`src/rtl/core/rgbcf_fifo.sv`:
```
module rgbcf_fifo #(
    parameter int WIDTH = 8,
    parameter int DEPTH = 2
) (
    input  logic             clk,
    input  logic             rst_n,
    input  logic             push,
    output logic             full,
    input  logic [WIDTH-1:0] din,
    input  logic             pop,
    output logic             empty,
    output logic [WIDTH-1:0] dout
);

    localparam int PTR_W = (DEPTH > 1) ? $clog2(DEPTH) : 1;
    localparam int CNT_W = $clog2(DEPTH + 1);

    logic [WIDTH-1:0] mem [DEPTH];
    logic [PTR_W-1:0] wr_reg, rd_reg;
    logic [CNT_W-1:0] count_reg;
    logic             do_push, do_pop;

    assign full    = count_reg == CNT_W'(DEPTH);
    assign empty   = count_reg == '0;
    assign do_push = push && !full;
    assign do_pop  = pop && !empty;
    assign dout    = mem[rd_reg];

    always_ff @(posedge clk)
    begin
        if (do_push)
        begin
            mem[wr_reg] <= din;
        end
    end

    always_ff @(posedge clk or negedge rst_n)
    begin
        if (!rst_n)
        begin
            wr_reg    <= '0;
            rd_reg    <= '0;
            count_reg <= '0;
        end
        else
        begin
            if (do_push)
            begin
                wr_reg <= (wr_reg == PTR_W'(DEPTH - 1)) ? '0 : wr_reg + 1'b1;
            end
            if (do_pop)
            begin
                rd_reg <= (rd_reg == PTR_W'(DEPTH - 1)) ? '0 : rd_reg + 1'b1;
            end
            if (do_push && !do_pop)
            begin
                count_reg <= count_reg + 1'b1;
            end
            else if (do_pop && !do_push)
            begin
                count_reg <= count_reg - 1'b1;
            end
        end
    end

endmodule

```
`config.mk`:
```
export PLATFORM = sky130hd
export DESIGN_NAME = rgbcf_fifo
export DESIGN_NICKNAME = d
export VERILOG_FILES = /design/src/rtl/core/rgbcf_fifo.sv
export SDC_FILE = /design/constraint.sdc
export NUM_CORES = 1
export LEC_CHECK = 0
export BUFFER_PORTS_ARGS = -buffer_cell sky130_fd_sc_hd__buf_2
export CAP_MARGIN = 20
export CORE_MARGIN = 5
export CORE_UTILIZATION = 45
export DETAILED_ROUTE_END_ITERATION = 8
export GPL_TIMING_DRIVEN = 0
export PLACE_DENSITY = 0.76
export SLEW_MARGIN = 5
export SYNTH_ARGS = -nofsm -noshare
export SYNTH_HDL_FRONTEND = slang
export SYNTH_SLANG_ARGS = --single-unit
```
`constraint.sdc`:
```
create_clock -name clk -period 3.26 [get_ports clk]
set_clock_uncertainty 0.2 [all_clocks]
set_input_delay 0.326 -clock clk [delete_from_list [all_inputs] [get_ports clk]]
set_output_delay 0.326 -clock clk [all_outputs]
set_load 0.005 [all_outputs]
```
==> results.yml <==
timing:
  setup_viol: 0
  post-route-period-util: 0.5731
  rsz0062_at_grt: "no"
  worstMarginPinSlew_ns: 0.6612
  hold_viol: 0
  slew_violations: 0
  max_freq_mhz: 535.3
  fin_setup_tns_ns: 0
  fin_crit_ns: 1.868
  slew-limit-headroom: 0.5576
  layout_setup_ws_ns: 1.392
place:
  place_hpwl_um: 827.8
  post_dp_cell_area_um2: 908.4
  portBuffers: 21
  pre_cts_ws_ns: 1.441
  gp_congestion: 0.6598
  dp.cells: 82
floorplan:
  coreArea_um2: 1689
  row_count: 15
  die_y_um: 51.69
  dieArea_um2: 2671
  die_w_um: 51.69
  pin_count: 22
  initial_core_util: 0.4630
detailed_routing:
  wl_met1_um: 485
  dr_wl_met2_um: 528
  drt-initial-drc-count: 4
  antenna_left: 0
  wl_per_cell_um: 12.97
  vias: 416
  wl_um: 1128
  wl_met3_um: 83
  vias_per_cell: 4.782
  drt_first_pass_iters: 3
  top_layer: "met4"
  drc_errors: 0
global_route:
  grt_pass1_wl_um: 1725
  grt_overflow: 0
  grt_util_all_layers: 0.09465
  grt_pass1_vias: 410
  antenna_found_initial: 0
  grt_max_degree: 12
setup_path:
  cp.required_ns: 2.73
  cp-start-kind: "flop"
  crit_chain: "buf_2 -> mux2_2 -> buf_2"
  max_stage_delay_ns: 0.36
  critPathSlowestCell: "mux2_2"
  reg2reg_setup_slack_ns: 1.48
  crit_top_cell: "buf_2"
  crit_fanout: 9
  path_buf_inv: 2
  critPathKind: "flop to primary output"
  cp-end-kind: "primary output"
  cp.arrival_ns: 1.34
  cpLargestDelayFamily: "buffers and inverters"
clocking:
  clockRootBuffer: "clkbuf_4"
  postCtsSetupBuffers: 0
  cts_tree: "built"
  clock-sinks: 20
  clk_path_buf_depth: 2
  clock_latency_ns: 0.29
  clk_pin_slew_ns: 0.11
  cts-buffers-inserted: 3
  htree_levels: 1
final_layout:
  insertedDiodeCount: 0
  multi_input_area_um2: 188.9
  area_growth_pct: 22.08
  seq_area_um2: 580.6
  largest_reg_flops: 16
  nets: 84
  fillers: 144
  drive_above_1_share: 0.4286
  stdcell_count: 87
  design_area_um2: 954.7
synthesis:
  yosys.area.top_type: "edfxtp_1"
  syn_area_per_cell_um2: 17.77
  yosysMostFrequentCell: "edfxtp_1"
  netlist.area_leader.share: 0.6144
  yosys-top-cells-count: "16 x edfxtp_1, 6 x mux2_1, 4 x dfrtp_1, 3 x nor2_1"
  synth.area.top_cells: "edfxtp_1 61%, dfrtp_1 13%, mux2_1 8.6%, mux2_2 2.9%, xnor2_1 2.2%"
  yosysWarnings: 0
  yosysSeqAreaShare: 0.7424
  synthDistinctLibCells: 15
  syn_area_um2: 782.0
  syn_nets: 57
  yosys_most_used_dff: "edfxtp_1"
  async_reset_ff_frac: 0.2000
  synthCells: 44
  ys_ff_latch: 20
  synth_edf_count: 16
power:
  power_density_nw_per_um2: 826.4
  clkPwrFrac: 0.174
  leakage_nw: 0.4033
  vdd_drop_max_v: 0.0004481
  pwr-share-seq: 0.495
  swShare: 0.2903
  power_frac_comb: 0.331
  intPower_mw: 0.5599
  p_sw_mw: 0.2290
  total_power_mw: 0.7890
run_status:
  status: "finished clean"
run:
  maxCapViolations: 0
worst_hold_path:
  hold_path.class: "primary input to flop"
-- power groups by stage --
stage               registers [mW]  logic (mW)  clock network, mW
detailed placement           0.396       0.268                  0
global placement             0.393       0.260                  0
floorplan                    0.389       0.179                  0
finish                       0.391       0.261              0.137
global route                 0.397       0.296              0.150
CTS                          0.391       0.268              0.139
-- path summary, 6_finish.rpt --
check	endpoint	startpoint	depth (start not counted)
max in group asynchronous	rd_reg	rst_n	2
worst max-delay path	dout[7]	rd_reg	3
min in group asynchronous	wr_reg	rst_n	2
worst min register to register	wr_reg	wr_reg	1
worst max register to register	mem[0][4]	count_reg[0]	3
worst min-delay path	mem[1][1]	din[1]	1
-- final cells by class --
class                      instances  area share
sequential                        20      0.6081
multi-input combinational         21      0.1979
timing repair buffer              22      0.1206
clock buffer                       4     0.03801
tap                               17     0.02228
inverter                           2    0.007864
buffer                             1    0.005242
-- cell families after synthesis --
kind of cell | count (synthesis) | share of synthesized area
and+or+nand+nor | 6 | 0.03841
adders and majority gates | 1 | 0.01600
buffers and inverters | 3 | 0.01600
AOI/OAI and AO/OA | 1 | 0.006394
xor gates and xnor gates | 5 | 0.06561
DFF | 20 | 0.7424
muxes | 8 | 0.1152
-- worst reg2reg max path, cell delays in order, from the launching register on --
cell      delay [ns]
dfrtp_1         0.43
nand2b_1        0.18
nand2_2         0.09
nor2_1          0.52
-- through the flow --
| step | hold WS (ns) | util |
|---|---|---|
| 2_1_floorplan | -0.1696 | - |
| 3_3_place_gp | -0.06171 | 0.5378 |
| 3_5_place_dp | -0.06217 | 0.5378 |
| 4_1_cts | 0.01109 | 0.5652 |
| 5_1_grt | 0.001701 | 0.5652 |
| 6_report | 0.01461 | 0.5652 |
-- cells in the final DEF, fill, tap and decap left out --
cell,n
nand2b_1,1
o21ai_1,1
and3_1,1
dlygate4sd3_1,1
clkbuf_8,1
mux2_1,6
inv_1,2
ha_1,1
xor2_1,2
nor2_1,3
xnor2_1,2
buf_2,22
dfrtp_1,4
clkbuf_4,3
mux2_2,2
xnor2_2,1
edfxtp_1,16
nand2_2,1
-- per-layer routing --
metal | vias to the layer above | global-route usage
li1 | 209 | -
met1 | 188 | 0.1028
met2 | 15 | 0.1504
met3 | 4 | 0.02865
met4 | 0 | 0.07860
met5 | - | 0
-- repair_timing --
action	CTS	global route
endpoints found under the hold margin	4	0
hold buffers	1	0
gates resized for setup	0	0
Power figures use the tool's default switching activity.
