$ cat src/rtl/core/rgbcf_pkg.sv
package rgbcf_pkg;

    localparam int CH_W      = 8;
    localparam int PIX_W     = 3 * CH_W;
    localparam int TAPS      = 9;
    localparam int COEF_W    = 4;
    localparam int KERNEL_W  = TAPS * COEF_W;
    localparam int DIVISOR_W = 8;
    localparam int FW_W      = 11;
    localparam int FH_W      = 16;
    localparam int ITEM_W    = 27;
    localparam int SUM_W     = 16;
    localparam int PROD_W    = COEF_W + CH_W + 1;
    localparam int EDGE_W    = SUM_W + 2;
    localparam int ABS_W     = SUM_W + 1;
    localparam int CFG_IDX_W = 2;
    localparam int CFG_DATA_W = KERNEL_W;

    localparam int EDGE_THRESHOLD = 384;
    localparam int PIXEL_MAX      = 255;
    // floor(a/3) == (a * 43691) >> 17 for a below 2^16
    localparam int THIRD_RECIP    = 43691;
    localparam int THIRD_SHIFT    = 17;

    localparam logic [CFG_IDX_W-1:0] REG_KERNEL  = 2'd0;
    localparam logic [CFG_IDX_W-1:0] REG_DIVISOR = 2'd1;
    localparam logic [CFG_IDX_W-1:0] REG_WIDTH   = 2'd2;
    localparam logic [CFG_IDX_W-1:0] REG_HEIGHT  = 2'd3;

    localparam logic [KERNEL_W-1:0]  KERNEL_RESET  = 36'h111111111;
    localparam logic [DIVISOR_W-1:0] DIVISOR_RESET = 8'd9;
    localparam logic [FW_W-1:0]      WIDTH_RESET   = 11'd1024;
    localparam logic [FH_W-1:0]      HEIGHT_RESET  = 16'd768;

    // shared divider: item position by width, channel sum by divisor
    localparam int DIVN_W = ITEM_W;
    localparam int DIVD_W = FW_W;
    localparam int DIVC_W = 5;

    typedef logic [PIX_W-1:0] pixel_t;

    typedef struct packed {
        logic [KERNEL_W-1:0]  kernel;
        logic [DIVISOR_W-1:0] divisor;
        logic [FW_W-1:0]      w_eff;
        logic [FH_W-1:0]      h_eff;
    } cfg_t;

    typedef struct packed {
        pixel_t [TAPS-1:0]   win;
        logic [ITEM_W-1:0]   pos;
        logic                last;
    } work_t;

    typedef struct packed {
        logic [CH_W-1:0] red;
        logic [CH_W-1:0] green;
        logic [CH_W-1:0] blue;
        logic            last;
    } result_t;

endpackage

$ cat src/rtl/core/rgbcf_div.sv
module rgbcf_div (
    input  logic                         clk,
    input  logic                         rst_n,
    input  logic                         start,
    input  logic [rgbcf_pkg::DIVN_W-1:0] num,
    input  logic [rgbcf_pkg::DIVD_W-1:0] den,
    output logic                         done,
    output logic [rgbcf_pkg::DIVN_W-1:0] quo,
    output logic [rgbcf_pkg::DIVD_W-1:0] rem
);

    localparam int NW = rgbcf_pkg::DIVN_W;
    localparam int DW = rgbcf_pkg::DIVD_W;
    localparam int CW = rgbcf_pkg::DIVC_W;

    logic [NW-1:0] n_reg;
    logic [DW-1:0] r_reg, d_reg;
    logic [CW-1:0] cnt_reg;
    logic          busy_reg, done_reg;
    logic [DW:0]   trial, diff;
    logic          ge;

    // restoring division, one quotient bit a cycle
    assign trial = {r_reg, n_reg[NW-1]};
    assign ge    = trial >= {1'b0, d_reg};
    assign diff  = trial - {1'b0, d_reg};

    assign done = done_reg;
    assign quo  = n_reg;
    assign rem  = r_reg;

    always_ff @(posedge clk or negedge rst_n)
    begin
        if (!rst_n)
        begin
            n_reg    <= '0;
            r_reg    <= '0;
            d_reg    <= '0;
            cnt_reg  <= '0;
            busy_reg <= 1'b0;
            done_reg <= 1'b0;
        end
        else
        begin
            done_reg <= 1'b0;
            if (start)
            begin
                n_reg    <= num;
                r_reg    <= '0;
                d_reg    <= den;
                cnt_reg  <= '0;
                busy_reg <= 1'b1;
            end
            else if (busy_reg)
            begin
                n_reg   <= {n_reg[NW-2:0], ge};
                r_reg   <= ge ? diff[DW-1:0] : trial[DW-1:0];
                cnt_reg <= cnt_reg + 1'b1;
                if (cnt_reg == CW'(NW - 1))
                begin
                    busy_reg <= 1'b0;
                    done_reg <= 1'b1;
                end
            end
        end
    end

endmodule

$ cat src/rtl/core/rgbcf_back.sv
module rgbcf_back (
    input  logic                clk,
    input  logic                rst_n,
    input  rgbcf_pkg::cfg_t     cfg,
    input  logic                q_empty,
    output logic                q_pop,
    input  rgbcf_pkg::work_t    q_data,
    output logic                o_push,
    output rgbcf_pkg::result_t  o_data,
    input  logic                o_full
);

    localparam int SW = rgbcf_pkg::SUM_W;
    localparam int CW = rgbcf_pkg::CH_W;

    typedef enum logic [2:0] {
        S_IDLE, S_POS, S_MAC, S_CHDIV, S_CHWAIT, S_EDGE, S_EMIT
    } state_t;

    state_t state_reg;
    rgbcf_pkg::pixel_t [rgbcf_pkg::TAPS-1:0] win_reg;
    logic                 last_reg;
    logic                 top_ok_reg, bot_ok_reg, lft_ok_reg, rgt_ok_reg;
    logic [1:0]           trow_reg, tcol_reg, ch_reg;
    logic signed [SW-1:0] sum_reg [3];
    logic [CW-1:0]        res_reg [3];

    logic                          div_start, div_done;
    logic [rgbcf_pkg::DIVN_W-1:0]  div_num, div_quo;
    logic [rgbcf_pkg::DIVD_W-1:0]  div_den, div_rem;

    logic [3:0]                    tap_idx;
    logic signed [rgbcf_pkg::COEF_W-1:0] tap;
    rgbcf_pkg::pixel_t             tap_px;
    logic                          tap_use;
    logic signed [rgbcf_pkg::PROD_W-1:0] prod [3];
    logic signed [SW-1:0]          cur_sum;
    logic signed [rgbcf_pkg::EDGE_W-1:0] edge_sum;
    logic [rgbcf_pkg::ABS_W-1:0]   abs_sum;
    logic [SW-1:0]                 abs_ch [3];
    logic [33:0]                   third_prod;
    logic [16:0]                   third;
    logic [CW-1:0]                 edge_val;

    rgbcf_div u_div (
        .clk   (clk),
        .rst_n (rst_n),
        .start (div_start),
        .num   (div_num),
        .den   (div_den),
        .done  (div_done),
        .quo   (div_quo),
        .rem   (div_rem)
    );

    assign cur_sum = sum_reg[ch_reg];
    assign q_pop   = (state_reg == S_IDLE) && !q_empty;

    always_comb
    begin
        div_start = 1'b0;
        div_num   = q_data.pos;
        div_den   = cfg.w_eff;
        if (state_reg == S_IDLE)
        begin
            div_start = !q_empty;
        end
        else if (state_reg == S_CHDIV)
        begin
            div_start = cur_sum > 0;
            div_num   = rgbcf_pkg::DIVN_W'(unsigned'(cur_sum[SW-2:0]));
            div_den   = rgbcf_pkg::DIVD_W'(cfg.divisor);
        end
    end

    // one tap per cycle, all three channels at once
    assign tap_idx = 4'(trow_reg) * 4'd3 + 4'(tcol_reg);
    assign tap     = signed'(cfg.kernel[tap_idx * rgbcf_pkg::COEF_W +: rgbcf_pkg::COEF_W]);
    assign tap_px  = win_reg[tap_idx];
    assign tap_use = !((trow_reg == 2'd0) && !top_ok_reg) && !((trow_reg == 2'd2) && !bot_ok_reg)
                  && !((tcol_reg == 2'd0) && !lft_ok_reg) && !((tcol_reg == 2'd2) && !rgt_ok_reg);

    always_comb
    begin
        prod[0] = tap * signed'({1'b0, tap_px[23:16]});
        prod[1] = tap * signed'({1'b0, tap_px[15:8]});
        prod[2] = tap * signed'({1'b0, tap_px[7:0]});
    end

    // edge mode: threshold on the signed total, else mean of magnitudes
    always_comb
    begin
        for (int i = 0; i < 3; i++)
        begin
            abs_ch[i] = sum_reg[i] < 0 ? SW'(-sum_reg[i]) : SW'(sum_reg[i]);
        end
        edge_sum   = rgbcf_pkg::EDGE_W'(sum_reg[0]) + rgbcf_pkg::EDGE_W'(sum_reg[1])
                   + rgbcf_pkg::EDGE_W'(sum_reg[2]);
        abs_sum    = rgbcf_pkg::ABS_W'(abs_ch[0]) + rgbcf_pkg::ABS_W'(abs_ch[1])
                   + rgbcf_pkg::ABS_W'(abs_ch[2]);
        third_prod = 34'(abs_sum) * 34'(rgbcf_pkg::THIRD_RECIP);
        third      = third_prod[33:rgbcf_pkg::THIRD_SHIFT];
        if (edge_sum > rgbcf_pkg::EDGE_W'(rgbcf_pkg::EDGE_THRESHOLD))
        begin
            edge_val = CW'(rgbcf_pkg::PIXEL_MAX);
        end
        else if (third > 17'(rgbcf_pkg::PIXEL_MAX))
        begin
            edge_val = CW'(rgbcf_pkg::PIXEL_MAX);
        end
        else
        begin
            edge_val = third[CW-1:0];
        end
    end

    assign o_push       = (state_reg == S_EMIT) && !o_full;
    assign o_data.red   = res_reg[0];
    assign o_data.green = res_reg[1];
    assign o_data.blue  = res_reg[2];
    assign o_data.last  = last_reg;

    always_ff @(posedge clk or negedge rst_n)
    begin
        if (!rst_n)
        begin
            state_reg  <= S_IDLE;
            win_reg    <= '0;
            last_reg   <= 1'b0;
            top_ok_reg <= 1'b0;
            bot_ok_reg <= 1'b0;
            lft_ok_reg <= 1'b0;
            rgt_ok_reg <= 1'b0;
            trow_reg   <= '0;
            tcol_reg   <= '0;
            ch_reg     <= '0;
            for (int i = 0; i < 3; i++)
            begin
                sum_reg[i] <= '0;
                res_reg[i] <= '0;
            end
        end
        else
        begin
            case (state_reg)
                S_IDLE:
                begin
                    if (!q_empty)
                    begin
                        win_reg   <= q_data.win;
                        last_reg  <= q_data.last;
                        state_reg <= S_POS;
                    end
                end
                S_POS:
                begin
                    if (div_done)
                    begin
                        top_ok_reg <= div_quo != '0;
                        bot_ok_reg <= !(({1'b0, div_quo} + 1'b1) >= 28'(cfg.h_eff));
                        lft_ok_reg <= div_rem != '0;
                        rgt_ok_reg <= !(({1'b0, div_rem} + 1'b1) >= 12'(cfg.w_eff));
                        trow_reg   <= '0;
                        tcol_reg   <= '0;
                        for (int i = 0; i < 3; i++)
                        begin
                            sum_reg[i] <= '0;
                        end
                        state_reg <= S_MAC;
                    end
                end
                S_MAC:
                begin
                    if (tap_use)
                    begin
                        for (int i = 0; i < 3; i++)
                        begin
                            sum_reg[i] <= sum_reg[i] + SW'(prod[i]);
                        end
                    end
                    if (tcol_reg == 2'd2)
                    begin
                        tcol_reg <= '0;
                        trow_reg <= trow_reg + 1'b1;
                        if (trow_reg == 2'd2)
                        begin
                            ch_reg    <= '0;
                            state_reg <= (cfg.divisor != '0) ? S_CHDIV : S_EDGE;
                        end
                    end
                    else
                    begin
                        tcol_reg <= tcol_reg + 1'b1;
                    end
                end
                S_CHDIV:
                begin
                    if (cur_sum > 0)
                    begin
                        state_reg <= S_CHWAIT;
                    end
                    else
                    begin
                        // non-positive quotient clamps to zero
                        res_reg[ch_reg] <= '0;
                        ch_reg          <= ch_reg + 1'b1;
                        state_reg       <= (ch_reg == 2'd2) ? S_EMIT : S_CHDIV;
                    end
                end
                S_CHWAIT:
                begin
                    if (div_done)
                    begin
                        res_reg[ch_reg] <= (div_quo > rgbcf_pkg::DIVN_W'(rgbcf_pkg::PIXEL_MAX))
                                         ? CW'(rgbcf_pkg::PIXEL_MAX) : div_quo[CW-1:0];
                        ch_reg    <= ch_reg + 1'b1;
                        state_reg <= (ch_reg == 2'd2) ? S_EMIT : S_CHDIV;
                    end
                end
                S_EDGE:
                begin
                    for (int i = 0; i < 3; i++)
                    begin
                        res_reg[i] <= edge_val;
                    end
                    state_reg <= S_EMIT;
                end
                S_EMIT:
                begin
                    if (!o_full)
                    begin
                        state_reg <= S_IDLE;
                    end
                end
                default:
                begin
                    state_reg <= S_IDLE;
                end
            endcase
        end
    end

    a_pop_idle: assert property (@(posedge clk) disable iff (!rst_n)
        q_pop |=> state_reg == S_POS)
        else $error("popped work request not started");

    a_push_emit: assert property (@(posedge clk) disable iff (!rst_n)
        o_push |=> state_reg == S_IDLE)
        else $error("result push did not end the request");

    a_chan_range: assert property (@(posedge clk) disable iff (!rst_n)
        (state_reg == S_CHDIV || state_reg == S_CHWAIT) |-> ch_reg != 2'd3)
        else $error("channel counter out of range");

endmodule

$ cat config.mk
export PLATFORM = sky130hd
export DESIGN_NAME = rgbcf_back
export DESIGN_NICKNAME = d
export VERILOG_FILES = /design/src/rtl/core/rgbcf_pkg.sv /design/src/rtl/core/rgbcf_div.sv /design/src/rtl/core/rgbcf_back.sv
export SDC_FILE = /design/constraint.sdc
export NUM_CORES = 2
export LEC_CHECK = 0
export ABC_AREA = 1
export BUFFER_PORTS_ARGS = -buffer_cell sky130_fd_sc_hd__buf_2
export CAP_MARGIN = 20
export CORE_AREA = 5 5 292 294
export CTS_CLUSTER_DIAMETER = 100
export CTS_CLUSTER_SIZE = 14
export DETAILED_ROUTE_END_ITERATION = 6
export DIE_AREA = 0 0 297 299
export GPL_TIMING_DRIVEN = 0
export PLACE_DENSITY = 0.62
export SYNTH_ARGS = -nofsm -noshare
export SYNTH_HDL_FRONTEND = slang
export SYNTH_SLANG_ARGS = --single-unit
export TNS_END_PERCENT = 20
$ cat constraint.sdc
create_clock -name clk -period 10.72 [get_ports clk]
set_clock_uncertainty 0.2 [all_clocks]
set_input_delay 3.216 -clock clk [delete_from_list [all_inputs] [get_ports clk]]
set_output_delay 3.216 -clock clk [all_outputs]
set_load 0.1 [all_outputs]
==> metrics.cfg <==
[cells_and_area]
largest_register_ff_count=216
layout_commonest_cell=nand2_1
insertedDiodeCount=0
nNetsFinal=5538
area_growth_pct=12.4
finalCoreUtilization_pct=44.4
layout-drive-gt1-share_pct=10.3
layout_common_cells=1279 x nand2_1, 598 x inv_1, 362 x buf_2

[global_route]
global_route.usage.total_pct=25.2
use_met3_pct=2.57
grt_max_degree=104
globalRoute.busiestLayer=met2
use_met1_pct=31.4
grt_antenna_before_repair=3
wire_length_of_the_first_global_routing_pass_mm=176
grt_pass1_vias=30600
grt.met2_usage_pct=42.9
grt_remaining_overflow=0

[critical_path]
crit_path_frequent_cell=nand2_1
cp_max_fo=10
cp_data_required_time_ps=11020
crit_type=reg -> reg
regToRegStartpoint=sum_reg[47]$_DFFE_PN0P_
regToRegSetupSlack_ps=750
timing.rr.end=o_data[5]$_DFFE_PN0P_
ff2ff_path_depth=44
timing.critical_path.arrival_ps=10270
timing.critical_path.slowest_stage_cell=fa_1
crit_path_end_kind=flop
cpPeakStageDelay_ps=550
cp-start-kind=flop

[routing]
detail_route.vias_per_cell=5.23
drc=0
drt_iter0_markers=2192
via_count=30300
routed_wirelength_mm=114
wire_per_inst_um=19.7
ant_nets=0
drt_pass1_iterations=6

[hold_path]
hp-class=reg -> reg
whs_endpoint=win_reg[10]$_DFFE_PN0P_
min_delay_path_depth=2
worstHoldStart=win_reg[10]$_DFFE_PN0P_

[sta]
tightest_slew_ps=1050
grt_setup_unrepaired=false
crit_share_post_route_pct=93.0
timing_max_transition_violations_final=0
hold_viol_final=0
post_layout_minimum_cycle_time_ps=9970
clock.fmax_mhz=100
post-route-worst-setup-slack_ps=746
setup_violations=0
slew_headroom_pct=30.0

[floorplan]
fp.dieArea_mm2=0.0888
die_w_um=297
initial_core_util_pct=39.5
design.core.area_mm2=0.0826
die_height_um=299
number_of_cell_rows=106
pin_count=346

[place]
post-dp-hpwl_mm=95.4
dp_slack_ps=478
port-buffer-count=345
finalWeightedCongestion=0.991

[yosys]
yosys_register_bits=358
yosys_warnings=0
number_of_enable_type_register_cells_in_the_synthesized_netlist=0
netlist_instances=4331
seq_area_frac_synth_pct=27.5
mappedNetlistNets=5157
mapped_avg_cell_area_um2=7.53
mappedNetlistArea_mm2=0.0326
synthArstFlopShare_pct=100
ys_types=60
ys_dominant_reg_cell=dfrtp_1

[clock_network]
worst_skew_pair.late_latency_ps=630
cts_setup_buffers=0
numCtsBuffers=30
tritoncts=built
cts-root-buf=clkbuf_16
number_of_levels_in_the_clock_h_tree=1
cts.path.max_buffers=3
clk_transition_reported_paths_ps=70
cts_hold_repair.buffers=0
numClockSinks=358

[flow_run]
cap_viol_max_count=0

[run_status]
status=finished, final reports clean

## per-layer routing
metal / wire length (um) / share of wire (%) / vias to the layer above
li1: - / - / 14700
met1: 47200 / 41 / 14300
met2: 53500 / 47 / 1037
met3: 5640 / 4.9 / 300
met4: 7970 / 7.0 / 4
met5: 23 / 0.020 / -
## worst max path at each step
stage,depth (start not counted),end,start
4_1_cts,43,o_data[24]$_DFFE_PN0P_,sum_reg[47]$_DFFE_PN0P_
6_report,44,o_data[5]$_DFFE_PN0P_,sum_reg[47]$_DFFE_PN0P_
3_3_place_gp,1,sum_reg[29]$_DFFE_PN0P_,rst_n
2_1_floorplan,1,o_push,o_full
3_5_place_dp,43,o_data[24]$_DFFE_PN0P_,sum_reg[47]$_DFFE_PN0P_
5_1_grt,44,o_data[3]$_DFFE_PN0P_,sum_reg[47]$_DFFE_PN0P_
## what timing repair did
item / 4_1_cts / 5_1_grt
endpoints found under the setup margin: 0 / 8
resized for setup: 0 / 1
hold endpoints to repair: 0 / 0
## layout make-up
cell class	count	area, um2
Buffer	149	677
Clock buffer	31	764
Clock inverter	4	78.8
Fill cell	8619	46000
Inverter	615	2310
Multi-Input combinational cell	3209	20700
Sequential cell	358	8960
Tap cell	1080	1350
Timing Repair Buffer	349	1830
## synthesized netlist by cell type, types with 11 or more instances
cell type	count	area, um2
a21oi_1	165	826
a22oi_1	14	105
a31oi_1	11	68.8
a32oi_1	23	201
buf_2	18	90.1
clkbuf_1	106	398
dfrtp_1	358	8960
fa_1	189	3780
ha_1	318	3980
inv_1	598	2240
inv_2	11	41.3
nand2_1	1279	4800
nand3_1	145	726
nand4_1	36	225
nor2_1	354	1330
nor3_1	51	255
nor4_1	11	68.8
o211ai_1	36	270
o211ai_2	16	200
o21ai_0	249	1250
o21bai_1	20	150
o221ai_1	55	482
o22ai_1	26	163
or2_2	16	100
xnor2_1	26	228
xor2_1	93	815
## cell families (layout without fill, tap and decap cells)
kind of cell | after synthesis | in the layout | share of synthesized area, %
AO/OA/AOI/OAI | 662 | 662 | 12.6
adder cells (fa/ha/maj) | 507 | 507 | 23.8
buffers and inverters | 764 | 1148 | 9.15
flip-flops | 358 | 358 | 27.5
XOR/XNOR | 120 | 120 | 3.25
AND/OR/NAND/NOR | 1920 | 1920 | 23.7
## critical path: cells and delay by family (launching register included)
family	cells	cell delay (ps)
flip-flops	1	450
XOR/XNOR	2	570
adder cells (fa/ha/maj)	9	3830
buffers and inverters	7	1240
AND/OR/NAND/NOR	18	1730
AO/OA/AOI/OAI	8	1810
## per-stage QoR
step                      hold WS (ps)  area (um2)  setup TNS [ps]  instances
after floorplan                    237       32600               0       4331
after global placement             250       35700         -345560       5756
after detailed placement           253       35800               0       5759
after CTS                          270       36600               0       5794
after global routing               283       36600               0       5795
final                              267       36600               0       5795
Power is not shown: default switching activity piles up to over one toggle a cycle in this logic, so the estimate is an artifact.
